`src/rtl/token_bucket_rate_limiter_macros.svh`:
```
// Assertion macros shared by the token bucket rate limiter RTL.
`ifndef TOKEN_BUCKET_RATE_LIMITER_MACROS_SVH
`define TOKEN_BUCKET_RATE_LIMITER_MACROS_SVH

// Same-cycle implication, checked on every rising edge outside reset.
`define TBRL_ASSERT_IMP(label, ante, cons) \
  label: assert property (@(posedge clk) disable iff (rst) (ante) |-> (cons)) \
    else $error("tbrl assertion failed");

// Next-cycle implication, checked on every rising edge outside reset.
`define TBRL_ASSERT_NEXT(label, ante, cons) \
  label: assert property (@(posedge clk) disable iff (rst) (ante) |=> (cons)) \
    else $error("tbrl assertion failed");

`endif

```
`src/rtl/tbrl_pkg.sv`:
```
// Package: widths, codes, reset values and control types of the rate limiter.
package tbrl_pkg;

  localparam int FRAC_BITS = 24;
  localparam int LEVEL_W   = 48;
  localparam int TIME_W    = 48;
  localparam int RATE_W    = 32;
  localparam int REQ_W     = 16;
  localparam int CMD_W     = 2;
  localparam int RETRY_W   = 32;
  localparam int CFG_W     = 48;
  localparam int CFG_IDX_W = 1;

  // shared unit width: level plus a full elapsed-times-rate product, plus carry room
  localparam int ALU_W     = LEVEL_W + RATE_W + 1;
  localparam int MCAND_W   = ALU_W - 1;
  localparam int NEED_W    = REQ_W + FRAC_BITS;

  localparam int MUL_STEPS = RATE_W;
  localparam int DIV_STEPS = NEED_W;
  localparam int CNT_W     = $clog2(DIV_STEPS);

  localparam logic [LEVEL_W-1:0] ONE_TOKEN   = LEVEL_W'(64'd1 << FRAC_BITS);
  localparam logic [LEVEL_W-1:0] BURST_MIN   = LEVEL_W'(((64'd1 << FRAC_BITS) + 64'd5) / 64'd10);
  localparam logic [LEVEL_W-1:0] BURST_RESET = LEVEL_W'(64'd10 << FRAC_BITS);
  localparam logic [RATE_W-1:0]  RATE_RESET  = RATE_W'((64'd1 << FRAC_BITS) / 64'd1000);
  localparam logic [RETRY_W-1:0] NO_RATE_WAIT_MS = RETRY_W'(60000);

  // configuration register indexes
  localparam logic [CFG_IDX_W-1:0] REG_REFILL_RATE = 1'd0;
  localparam logic [CFG_IDX_W-1:0] REG_BURST_SIZE  = 1'd1;

  typedef enum logic [CMD_W-1:0] {
    CMD_CONSUME  = 2'd0,
    CMD_COOLDOWN = 2'd1,
    CMD_REFILL   = 2'd2
  } cmd_t;

  typedef enum logic [3:0] {
    ST_IDLE,
    ST_ELAPSED,
    ST_MUL,
    ST_CAP,
    ST_COOL,
    ST_NEED,
    ST_TAKE,
    ST_DIV,
    ST_OUT
  } state_t;

  // datapath status seen by the sequencer
  typedef struct packed {
    logic alu_borrow;
    logic alu_zero;
    logic cool_active;
    logic rate_zero;
  } stat_t;

  // sequencer controls seen by the datapath
  typedef struct packed {
    state_t state;
    logic   last_step;
  } ctrl_t;

endpackage

```
`src/rtl/tbrl_in_if.sv`:
```
// Interface: request channel carrying one command beat.
interface tbrl_in_if;
  logic                           valid;
  logic                           ready;
  logic [tbrl_pkg::CMD_W-1:0]     cmd;
  logic [tbrl_pkg::TIME_W-1:0]    now_ms;
  logic [tbrl_pkg::REQ_W-1:0]     request_tokens;
  logic [tbrl_pkg::TIME_W-1:0]    until_ms;

  modport source (output valid, cmd, now_ms, request_tokens, until_ms, input ready);
  modport sink   (input valid, cmd, now_ms, request_tokens, until_ms, output ready);
endinterface

```
`src/rtl/tbrl_out_if.sv`:
```
// Interface: result channel carrying one decision beat.
interface tbrl_out_if;
  logic                           valid;
  logic                           ready;
  logic                           granted;
  logic [tbrl_pkg::RETRY_W-1:0]   retry_after_ms;
  logic [tbrl_pkg::LEVEL_W-1:0]   level_now;

  modport source (output valid, granted, retry_after_ms, level_now, input ready);
  modport sink   (input valid, granted, retry_after_ms, level_now, output ready);
endinterface

```
`src/rtl/tbrl_alu.sv`:
```
// Shared add/subtract unit with borrow and zero flags.
module tbrl_alu (
  input  logic [tbrl_pkg::ALU_W-1:0] a,
  input  logic [tbrl_pkg::ALU_W-1:0] b,
  input  logic                       sub,
  output logic [tbrl_pkg::ALU_W-1:0] res,
  output logic                       borrow,
  output logic                       zero
);

  logic [tbrl_pkg::ALU_W:0] sum;

  // add, or subtract as a plus inverted b plus one
  always_comb begin
    sum    = {1'b0, a} + {1'b0, (sub ? ~b : b)} + {{tbrl_pkg::ALU_W{1'b0}}, sub};
    res    = sum[tbrl_pkg::ALU_W-1:0];
    borrow = sub & ~sum[tbrl_pkg::ALU_W];
    zero   = (sum[tbrl_pkg::ALU_W-1:0] == '0);
  end

endmodule

```
`src/rtl/tbrl_fsm.sv`:
```
// Sequencer: walks one command through the shared unit, step by step.
module tbrl_fsm (
  input  logic               clk,
  input  logic               rst,
  input  logic               in_valid,
  input  tbrl_pkg::cmd_t     in_cmd,
  input  logic               out_ready,
  input  tbrl_pkg::stat_t    stat,
  output tbrl_pkg::ctrl_t    ctrl
);

  tbrl_pkg::state_t           state;
  tbrl_pkg::state_t           state_next;
  logic [tbrl_pkg::CNT_W-1:0] cnt;
  logic [tbrl_pkg::CNT_W-1:0] cnt_next;
  logic                       last_step;

  // flag the final iteration of the multiply and divide loops
  always_comb begin
    last_step = 1'b0;
    case (state)
      tbrl_pkg::ST_MUL: last_step = (cnt == tbrl_pkg::CNT_W'(tbrl_pkg::MUL_STEPS - 1));
      tbrl_pkg::ST_DIV: last_step = (cnt == tbrl_pkg::CNT_W'(tbrl_pkg::DIV_STEPS - 1));
      default:          last_step = 1'b0;
    endcase
  end

  // next state
  always_comb begin
    state_next = state;
    case (state)
      tbrl_pkg::ST_IDLE: begin
        if (in_valid) begin
          if (in_cmd == tbrl_pkg::CMD_CONSUME) state_next = tbrl_pkg::ST_ELAPSED;
          else                                 state_next = tbrl_pkg::ST_OUT;
        end
      end
      tbrl_pkg::ST_ELAPSED: state_next = tbrl_pkg::ST_MUL;
      tbrl_pkg::ST_MUL: begin
        if (last_step) state_next = tbrl_pkg::ST_CAP;
      end
      tbrl_pkg::ST_CAP: state_next = tbrl_pkg::ST_COOL;
      tbrl_pkg::ST_COOL: begin
        // deadline still ahead of now: deny
        if (stat.cool_active && !stat.alu_borrow && !stat.alu_zero) begin
          state_next = tbrl_pkg::ST_OUT;
        end else begin
          state_next = tbrl_pkg::ST_NEED;
        end
      end
      tbrl_pkg::ST_NEED: begin
        // need minus level: no borrow and nonzero means a deficit
        if (stat.alu_borrow || stat.alu_zero) state_next = tbrl_pkg::ST_TAKE;
        else if (stat.rate_zero)              state_next = tbrl_pkg::ST_OUT;
        else                                  state_next = tbrl_pkg::ST_DIV;
      end
      tbrl_pkg::ST_TAKE: state_next = tbrl_pkg::ST_OUT;
      tbrl_pkg::ST_DIV: begin
        if (last_step) state_next = tbrl_pkg::ST_OUT;
      end
      tbrl_pkg::ST_OUT: begin
        if (out_ready) state_next = tbrl_pkg::ST_IDLE;
      end
      default: state_next = tbrl_pkg::ST_IDLE;
    endcase
  end

  // step counter: advance inside a loop, clear elsewhere
  always_comb begin
    cnt_next = '0;
    if ((state == tbrl_pkg::ST_MUL || state == tbrl_pkg::ST_DIV) && !last_step) begin
      cnt_next = cnt + 1'b1;
    end
  end

  always_ff @(posedge clk) begin
    if (rst) begin
      state <= tbrl_pkg::ST_IDLE;
      cnt   <= '0;
    end else begin
      state <= state_next;
      cnt   <= cnt_next;
    end
  end

  // outputs
  always_comb begin
    ctrl.state     = state;
    ctrl.last_step = last_step;
  end

endmodule

```
`src/rtl/token_bucket_rate_limiter.sv`:
```
// Token bucket rate limiter top level: registers, datapath and the shared unit.
//
// Token bucket policer with a cooldown deadline. Levels are in units of 2^-24
// token. A command beat is taken only while the sequencer is idle; one item
// then runs through a sequencer that reuses a single 81-bit add/subtract unit.
// Set-cooldown, refill and unused commands raise their result beat in the
// cycle after acceptance, so it can be taken at the next rising edge.
// A consume first computes the elapsed time, then multiplies it by the refill
// rate in 32 shift-add steps, caps the level at burst and checks the cooldown.
// Its result beat is raised after the cooldown check when a cooldown holds it
// off, after the deficit check when denied with a zero refill rate, after the
// tokens are taken when granted, and, when denied with a nonzero rate, after
// 40 restoring steps divide the deficit by the rate.
// The next command is accepted the cycle after the result beat is taken.
// Configuration writes through cfg_write/cfg_index/cfg_data take effect at
// once and must be issued only while the block is idle.
module token_bucket_rate_limiter (
  input  logic                            clk,
  input  logic                            rst,
  input  logic                            cfg_write,
  input  logic [tbrl_pkg::CFG_IDX_W-1:0]  cfg_index,
  input  logic [tbrl_pkg::CFG_W-1:0]      cfg_data,
  tbrl_in_if.sink                         item,
  tbrl_out_if.source                      result
);

  `include "token_bucket_rate_limiter_macros.svh"

  // configuration and bucket state
  logic [tbrl_pkg::RATE_W-1:0]   rate;
  logic [tbrl_pkg::LEVEL_W-1:0]  burst;
  logic [tbrl_pkg::LEVEL_W-1:0]  level;
  logic [tbrl_pkg::TIME_W-1:0]   last_time;
  logic                          time_known;
  logic                          cool_active;
  logic [tbrl_pkg::TIME_W-1:0]   deadline;

  // per-item working registers
  logic [tbrl_pkg::TIME_W-1:0]   now_q;
  logic [tbrl_pkg::NEED_W-1:0]   need_q;
  logic [tbrl_pkg::ALU_W-1:0]    acc;
  logic [tbrl_pkg::MCAND_W-1:0]  mcand;
  logic [tbrl_pkg::RATE_W-1:0]   mult;
  logic [tbrl_pkg::RATE_W-1:0]   rem;
  logic [tbrl_pkg::NEED_W-1:0]   dvd;
  logic                          granted_q;
  logic [tbrl_pkg::RETRY_W-1:0]  retry_q;

  logic [tbrl_pkg::ALU_W-1:0]    alu_a;
  logic [tbrl_pkg::ALU_W-1:0]    alu_b;
  logic                          alu_sub;
  logic [tbrl_pkg::ALU_W-1:0]    alu_res;
  logic                          alu_borrow;
  logic                          alu_zero;

  logic [tbrl_pkg::RATE_W:0]     trial;
  logic [tbrl_pkg::NEED_W-1:0]   quot;
  logic [tbrl_pkg::LEVEL_W-1:0]  burst_wr;
  logic                          item_fire;
  logic                          is_consume;
  tbrl_pkg::cmd_t                item_cmd;
  tbrl_pkg::stat_t               stat;
  tbrl_pkg::ctrl_t               ctrl;

  assign item_cmd  = tbrl_pkg::cmd_t'(item.cmd);
  assign item.ready = (ctrl.state == tbrl_pkg::ST_IDLE);
  assign item_fire = item.valid & item.ready;
  assign is_consume = (item_cmd == tbrl_pkg::CMD_CONSUME);

  assign result.valid          = (ctrl.state == tbrl_pkg::ST_OUT);
  assign result.granted        = granted_q;
  assign result.retry_after_ms = retry_q;
  assign result.level_now      = level;

  // divide step: shift the next dividend bit under the remainder
  assign trial = {rem, dvd[tbrl_pkg::NEED_W-1]};
  assign quot  = {dvd[tbrl_pkg::NEED_W-2:0], ~alu_borrow};

  // raise a burst write to the minimum capacity
  assign burst_wr = (cfg_data[tbrl_pkg::LEVEL_W-1:0] < tbrl_pkg::BURST_MIN)
                    ? tbrl_pkg::BURST_MIN : cfg_data[tbrl_pkg::LEVEL_W-1:0];

  assign stat.alu_borrow  = alu_borrow;
  assign stat.alu_zero    = alu_zero;
  assign stat.cool_active = cool_active;
  assign stat.rate_zero   = (rate == '0);

  tbrl_fsm u_fsm (
    .clk       (clk),
    .rst       (rst),
    .in_valid  (item.valid),
    .in_cmd    (item_cmd),
    .out_ready (result.ready),
    .stat      (stat),
    .ctrl      (ctrl)
  );

  tbrl_alu u_alu (
    .a      (alu_a),
    .b      (alu_b),
    .sub    (alu_sub),
    .res    (alu_res),
    .borrow (alu_borrow),
    .zero   (alu_zero)
  );

  // select shared unit operands for the current step
  always_comb begin
    alu_a   = '0;
    alu_b   = '0;
    alu_sub = 1'b0;
    case (ctrl.state)
      tbrl_pkg::ST_ELAPSED: begin
        alu_a   = tbrl_pkg::ALU_W'(now_q);
        alu_b   = tbrl_pkg::ALU_W'(last_time);
        alu_sub = 1'b1;
      end
      tbrl_pkg::ST_MUL: begin
        alu_a = acc;
        alu_b = mult[0] ? tbrl_pkg::ALU_W'(mcand) : '0;
      end
      tbrl_pkg::ST_CAP: begin
        alu_a   = acc;
        alu_b   = tbrl_pkg::ALU_W'(burst);
        alu_sub = 1'b1;
      end
      tbrl_pkg::ST_COOL: begin
        alu_a   = tbrl_pkg::ALU_W'(deadline);
        alu_b   = tbrl_pkg::ALU_W'(now_q);
        alu_sub = 1'b1;
      end
      tbrl_pkg::ST_NEED: begin
        alu_a   = tbrl_pkg::ALU_W'(need_q);
        alu_b   = tbrl_pkg::ALU_W'(level);
        alu_sub = 1'b1;
      end
      tbrl_pkg::ST_TAKE: begin
        alu_a   = tbrl_pkg::ALU_W'(level);
        alu_b   = tbrl_pkg::ALU_W'(need_q);
        alu_sub = 1'b1;
      end
      tbrl_pkg::ST_DIV: begin
        alu_a   = tbrl_pkg::ALU_W'(trial);
        alu_b   = tbrl_pkg::ALU_W'(rate);
        alu_sub = 1'b1;
      end
      default: begin
        alu_a   = '0;
        alu_b   = '0;
        alu_sub = 1'b0;
      end
    endcase
  end

  // bucket state and configuration
  always_ff @(posedge clk) begin
    if (rst) begin
      rate        <= tbrl_pkg::RATE_RESET;
      burst       <= tbrl_pkg::BURST_RESET;
      level       <= tbrl_pkg::BURST_RESET;
      last_time   <= '0;
      time_known  <= 1'b0;
      cool_active <= 1'b0;
      deadline    <= '0;
    end else begin
      case (ctrl.state)
        tbrl_pkg::ST_IDLE: begin
          if (item_fire) begin
            case (item_cmd)
              tbrl_pkg::CMD_COOLDOWN: begin
                cool_active <= 1'b1;
                deadline    <= item.until_ms;
              end
              tbrl_pkg::CMD_REFILL: begin
                level       <= burst;
                cool_active <= 1'b0;
                last_time   <= item.now_ms;
                time_known  <= 1'b1;
              end
              default: begin
              end
            endcase
          end
          // configuration writes land only while idle
          if (cfg_write) begin
            case (cfg_index)
              tbrl_pkg::REG_REFILL_RATE: rate <= cfg_data[tbrl_pkg::RATE_W-1:0];
              tbrl_pkg::REG_BURST_SIZE: begin
                burst <= burst_wr;
                if (level > burst_wr) level <= burst_wr;
              end
              default: begin
              end
            endcase
          end
        end
        tbrl_pkg::ST_CAP: begin
          // clamp the refilled level at burst
          level      <= alu_borrow ? acc[tbrl_pkg::LEVEL_W-1:0] : burst;
          last_time  <= now_q;
          time_known <= 1'b1;
        end
        tbrl_pkg::ST_COOL: begin
          if (!(cool_active && !alu_borrow && !alu_zero)) cool_active <= 1'b0;
        end
        tbrl_pkg::ST_TAKE: begin
          level <= alu_res[tbrl_pkg::LEVEL_W-1:0];
        end
        default: begin
        end
      endcase
    end
  end

  // working registers and result payload
  always_ff @(posedge clk) begin
    case (ctrl.state)
      tbrl_pkg::ST_IDLE: begin
        if (item_fire) begin
          now_q     <= item.now_ms;
          need_q    <= {item.request_tokens, {tbrl_pkg::FRAC_BITS{1'b0}}};
          granted_q <= 1'b0;
          retry_q   <= '0;
        end
      end
      tbrl_pkg::ST_ELAPSED: begin
        // backward time or first item counts as zero elapsed
        if (time_known && !alu_borrow) begin
          mcand <= tbrl_pkg::MCAND_W'(alu_res[tbrl_pkg::TIME_W-1:0]);
        end else begin
          mcand <= '0;
        end
        mult <= rate;
        acc  <= tbrl_pkg::ALU_W'(level);
      end
      tbrl_pkg::ST_MUL: begin
        acc   <= alu_res;
        mcand <= {mcand[tbrl_pkg::MCAND_W-2:0], 1'b0};
        mult  <= {1'b0, mult[tbrl_pkg::RATE_W-1:1]};
      end
      tbrl_pkg::ST_COOL: begin
        if (cool_active && !alu_borrow && !alu_zero) begin
          retry_q <= (alu_res[tbrl_pkg::TIME_W-1:tbrl_pkg::RETRY_W] != '0)
                     ? '1 : alu_res[tbrl_pkg::RETRY_W-1:0];
        end
      end
      tbrl_pkg::ST_NEED: begin
        dvd <= alu_res[tbrl_pkg::NEED_W-1:0];
        rem <= '0;
        if (!alu_borrow && !alu_zero && rate == '0) retry_q <= tbrl_pkg::NO_RATE_WAIT_MS;
      end
      tbrl_pkg::ST_TAKE: begin
        granted_q <= 1'b1;
      end
      tbrl_pkg::ST_DIV: begin
        rem <= alu_borrow ? trial[tbrl_pkg::RATE_W-1:0] : alu_res[tbrl_pkg::RATE_W-1:0];
        dvd <= quot;
        if (ctrl.last_step) begin
          retry_q <= (quot[tbrl_pkg::NEED_W-1:tbrl_pkg::RETRY_W] != '0)
                     ? '1 : quot[tbrl_pkg::RETRY_W-1:0];
        end
      end
      default: begin
      end
    endcase
  end

  // checks
  `TBRL_ASSERT_IMP(a_level_within_burst, 1'b1, level <= burst)
  `TBRL_ASSERT_IMP(a_no_accept_with_result, result.valid, !item.ready)
  `TBRL_ASSERT_IMP(a_grant_has_no_wait, result.valid && result.granted, result.retry_after_ms == '0)
  `TBRL_ASSERT_NEXT(a_busy_next, item_fire, !item.ready && result.valid != $past(is_consume))

endmodule
```
`src/flat_wrapper.sv`:
```
// flat-port wrapper written by rule: the top's interface ports become plain ports
module token_bucket_rate_limiter_flat 
  (clk, rst, cfg_write, cfg_index, cfg_data, item_valid, item_cmd, item_now_ms, item_request_tokens, item_until_ms, item_ready, result_valid, result_granted, result_retry_after_ms, result_level_now, result_ready);
  tbrl_in_if item_i ();
  tbrl_out_if result_i ();
  input  logic clk;
  input  logic rst;
  input  logic cfg_write;
  input  logic [tbrl_pkg::CFG_IDX_W-1:0] cfg_index;
  input  logic [tbrl_pkg::CFG_W-1:0] cfg_data;
  input wire logic [$bits(item_i.valid)-1:0] item_valid;
  input wire logic [$bits(item_i.cmd)-1:0] item_cmd;
  input wire logic [$bits(item_i.now_ms)-1:0] item_now_ms;
  input wire logic [$bits(item_i.request_tokens)-1:0] item_request_tokens;
  input wire logic [$bits(item_i.until_ms)-1:0] item_until_ms;
  output wire logic [$bits(item_i.ready)-1:0] item_ready;
  output wire logic [$bits(result_i.valid)-1:0] result_valid;
  output wire logic [$bits(result_i.granted)-1:0] result_granted;
  output wire logic [$bits(result_i.retry_after_ms)-1:0] result_retry_after_ms;
  output wire logic [$bits(result_i.level_now)-1:0] result_level_now;
  input wire logic [$bits(result_i.ready)-1:0] result_ready;
  assign item_i.valid = item_valid;
  assign item_i.cmd = item_cmd;
  assign item_i.now_ms = item_now_ms;
  assign item_i.request_tokens = item_request_tokens;
  assign item_i.until_ms = item_until_ms;
  assign item_ready = item_i.ready;
  assign result_valid = result_i.valid;
  assign result_granted = result_i.granted;
  assign result_retry_after_ms = result_i.retry_after_ms;
  assign result_level_now = result_i.level_now;
  assign result_i.ready = result_ready;
  token_bucket_rate_limiter u_core (.clk(clk), .rst(rst), .cfg_write(cfg_write), .cfg_index(cfg_index), .cfg_data(cfg_data), .item(item_i), .result(result_i));
endmodule
```
`config.mk`:
```
export PLATFORM = sky130hd
export DESIGN_NAME = token_bucket_rate_limiter_flat
export DESIGN_NICKNAME = d
export VERILOG_FILES = /design/src/rtl/tbrl_pkg.sv /design/src/rtl/tbrl_in_if.sv /design/src/rtl/tbrl_out_if.sv /design/src/rtl/tbrl_alu.sv /design/src/rtl/tbrl_fsm.sv /design/src/rtl/token_bucket_rate_limiter.sv /design/src/flat_wrapper.sv
export VERILOG_INCLUDE_DIRS = /design/src /design/src/rtl
export SDC_FILE = /design/constraint.sdc
export NUM_CORES = 2
export LEC_CHECK = 0
export ABC_AREA = 1
export BUFFER_PORTS_ARGS = -buffer_cell sky130_fd_sc_hd__buf_2
export CORE_UTILIZATION = 50
export DETAILED_ROUTE_END_ITERATION = 10
export PLACE_DENSITY = 0.68
export SLEW_MARGIN = 20
export SYNTH_ARGS = -nofsm -noshare
export SYNTH_HDL_FRONTEND = slang
export SYNTH_HIERARCHICAL = 1
export SYNTH_SLANG_ARGS = --single-unit
```
`constraint.sdc`:
```
create_clock -name clk -period 11.3 [get_ports clk]
set_input_delay 0 -clock clk [delete_from_list [all_inputs] [get_ports clk]]
set_output_delay 0 -clock clk [all_outputs]
set_load 0.01 [all_outputs]
```
==> flow_metrics.py <==
metrics = {
    "worst_setup_path": {
        "crit_type": "flip-flop to flip-flop",
        "r2r_slack_ns": 2.57,
        "r2r-start": "u_core/u_fsm/state[0]",
        "crit_start": "u_core/u_fsm/state[0]",
        "crit_end": "u_core/u_fsm/state[3]",
        "crit_path_start_kind": "flip-flop",
        "rr_worst_depth": 39,
        "cp_max_fo": 41,
        "path_common_cell": "nand2_1",
        "r2r_end": "u_core/u_fsm/state[3]",
        "crit_slowest_cell": "a221oi_1",
        "max_stage_delay_ns": 0.85,
        "cp.arrival_ns": 9.24,
        "required_ns": 11.81,
        "cp-end-kind": "flip-flop",
    },
    "sta": {
        "setup_ws_ns": 2.57,
        "finalMaxSlewViolations": 0,
        "setup_viol": 0,
        "finalCritPeriodShare": 0.772,
        "tightest_slew_ns": 1.13,
        "fmax_ghz": 0.115,
        "rsz0062_at_grt": "no",
        "min_period_ns": 8.73,
        "finalSetupTns_ns": 0,
        "hold_violations": 0,
        "slew_headroom": 0.244,
        "skew_ns": 0.0152,
    },
    "yosys": {
        "synth.top_cells.by_count": "nand2_1, inv_1, o21ai_0, nor2_1, edfxtp_1",
        "synthMuxAreaShare": 0,
        "synth_flop_cell": "edfxtp_1",
        "synth_top_area_cell": "edfxtp_1",
        "synth.top_cells.by_area": "edfxtp_1, nand2_1, dfxtp_1",
        "seq_area_frac_synth": 0.400,
        "synth_top_family_by_area": "simple AND/OR/NAND/NOR gates",
        "synth-simple-area-share": 0.248,
        "ys_async_sr_fraction": 0,
        "synth.avg_cell_area_um2": 7.12,
        "yosys_warnings": 6,
        "synth_xor_area_frac": 0.0225,
        "synth_top_area_share": 0.279,
        "netlist_area_um2": 39000,
        "synth_enable_flop_cells": 362,
        "synth_nets": 5773,
        "synth_compound_area_frac": 0.179,
        "ys_seq_elements": 598,
        "yosysMostFrequentCell": "nand2_1",
        "synthDistinctLibCells": 55,
        "synth_fa_ha_area_frac": 0.0429,
        "post_synth_inst_count": 5472,
    },
    "route": {
        "ant_nets": 0,
        "drt_iter0_markers": 6416,
        "wirelength_mm": 168,
        "drc_errors": 0,
        "drt_pass1_iterations": 7,
        "vias": 41010,
        "wl_per_cell_um": 24.4,
        "viasPerCell": 5.97,
    },
    "global_routing": {
        "grt_pass1_vias": 37007,
        "grt_max_degree": 143,
        "grt_pass1_wl_mm": 242,
        "antenna_found_initial": 6,
        "grt_overflow_total": 0,
        "grt_usage": 0.415,
    },
    "floorplanning": {
        "dieHeight_um": 281,
        "num_io_pins": 251,
        "die-width_um": 281,
        "start_util": 0.504,
        "core_area_um2": 77300,
        "dieArea_um2": 79100,
        "num_rows": 102,
    },
    "power_and_ir_drop": {
        "leakage_nw": 20.6,
        "power_mw": 12.5,
        "ir_drop_uv": 204,
        "powerDensity_nw_per_um2": 277,
    },
    "clock_tree": {
        "cts_buffers": 69,
        "clk_latency_ns": 0.64,
        "path_clk_slew_ns": 0.06,
        "root_buffer": "clkbuf_16",
        "cts_setup_buffers": 0,
        "htree_levels": 3,
        "cts_buffer_depth": 3,
        "clock_sinks": 598,
        "tritoncts": "yes",
    },
    "layout": {
        "utilization": 0.582,
        "fillers": 7453,
        "area_delta_synth_final_pct": 15.6,
        "final_area_um2": 45000,
        "final_nets": 6067,
        "drive_gt1_frac": 0.0934,
    },
    "placement": {
        "post-place-ws_ns": 3.25,
        "port_buffers": 250,
        "place.gp.congestion": 1.11,
        "placed_cell_area_um2": 40900,
        "dpl.hpwl_mm": 121,
    },
    "outcome": {
        "status": "finished clean",
    },
    "min_path": {
        "hold_class": "input pin to flip-flop",
    },
    "job": {
        "maxCapViolations": 0,
    },
}
area by class of cell:
class	count	area [um2]	area share
inverter	813	3060	0.0679
antenna	3	7.51	0.000167
sequential	598	15600	0.346
tap	1040	1300	0.0289
clock inverter	37	367	0.00814
timing repair buffer	484	3490	0.0774
multi-input combinational	3800	19300	0.429
clock buffer	91	1900	0.0422
registers in the layout (all words and copies together), names as in the netlist:
signal                        cells
u_core/acc                       81
u_core/burst                     48
u_core/cool_active                1
u_core/deadline                  48
u_core/dvd                       40
u_core/last_time                 48
u_core/mcand                     80
u_core/mult                      32
u_core/need_q                    16
u_core/now_q                     48
u_core/rate                      32
u_core/rem                       32
u_core/result.granted             1
u_core/result.level_now          48
u_core/result.retry_after_ms     32
u_core/time_known                 1
u_core/u_fsm/cnt                  6
u_core/u_fsm/state                4
how the worst min path moves through the flow:
stage                                       start               endpoint  cells past startpoint
final                      item_request_tokens[8]      u_core/need_q[32]                      2
after global routing      item_request_tokens[11]      u_core/need_q[35]                      2
after CTS                               cfg_write        u_core/rate[24]                      5
after detailed placement  item_request_tokens[13]      u_core/need_q[37]                      1
after global placement    item_request_tokens[15]      u_core/need_q[39]                      1
after floorplan                               rst  u_core/u_fsm/state[3]                      1
stage by stage:
step / instances / hold slack [ns]
2_1_floorplan: 5472 / 0.0624
3_3_place_gp: 6548 / 0.177
3_5_place_dp: 6548 / 0.179
4_1_cts: 6863 / 0.0356
5_1_grt: 6863 / 0.0920
6_report: 6866 / 0.0836
cells in the final DEF (no fill, tap or decap), types with 16 or more instances in the layout:
cell type	netlist	routed
a21oi_1	293	291
a221oi_1	99	99
a22oi_1	32	32
a31oi_1	51	50
buf_2	52	250
buf_4	4	46
clkbuf_1	177	16
clkbuf_16	0	72
clkinv_2	0	16
dfxtp_1	236	236
dlygate4sd3_1	0	187
edfxtp_1	362	362
ha_1	132	132
inv_1	787	782
inv_2	20	23
nand2_1	1495	1493
nand2_2	35	35
nand3_1	181	181
nand3b_1	25	25
nand4_1	29	29
nor2_1	462	460
nor2_2	36	31
nor3_1	44	42
nor4_1	19	19
o2111ai_1	31	31
o211ai_1	21	21
o21ai_0	596	596
o22ai_1	38	38
xor2_1	94	94
per-layer routing:
| layer | vias to the layer above | global-route usage | share of wire |
|---|---|---|---|
| li1 | 18657 | - | - |
| met1 | 19141 | 0.601 | 0.42 |
| met2 | 2896 | 0.572 | 0.39 |
| met3 | 314 | 0.149 | 0.15 |
| met4 | 2 | 0.117 | 0.030 |
| met5 | - | 0 | 0.000078 |
report_power, final:
part	switching (mW)	total [mW]	internal, mW	leakage [nW]
clock network	1.01	2.30	1.30	1.12
registers	0.486	3.73	3.24	5.38
logic	4.84	6.43	1.59	14.1
total	6.33	12.5	6.12	20.6
kinds of logic (layout without fill, tap and decap cells):
logic type,after synthesis,in the layout
AO/OA/AOI/OAI,1212,1212
buffers and inverters,1074,1425
flip-flops,598,598
XOR/XNOR,100,100
other,1,4
adder cells (fa/ha/maj),133,133
AND/OR/NAND/NOR,2354,2354
worst max-delay path, delay by kind of cell (launching register included):
kind / cells / cell delay [ns]
and+or+nand+nor: 25 / 3.42
xor gates and xnor gates: 1 / 0.23
adders and majority gates: 1 / 0.39
DFF: 1 / 0.42
AOI/OAI and AO/OA: 4 / 1.31
buffers and inverters: 8 / 2.78
timing repair:
| item | CTS | global route |
|---|---|---|
| endpoints found under the hold margin | 286 | 0 |
| resized for setup | 0 | 0 |
| hold buffers | 187 | 0 |
No activity file was read; power rests on OpenSTA's default activity.
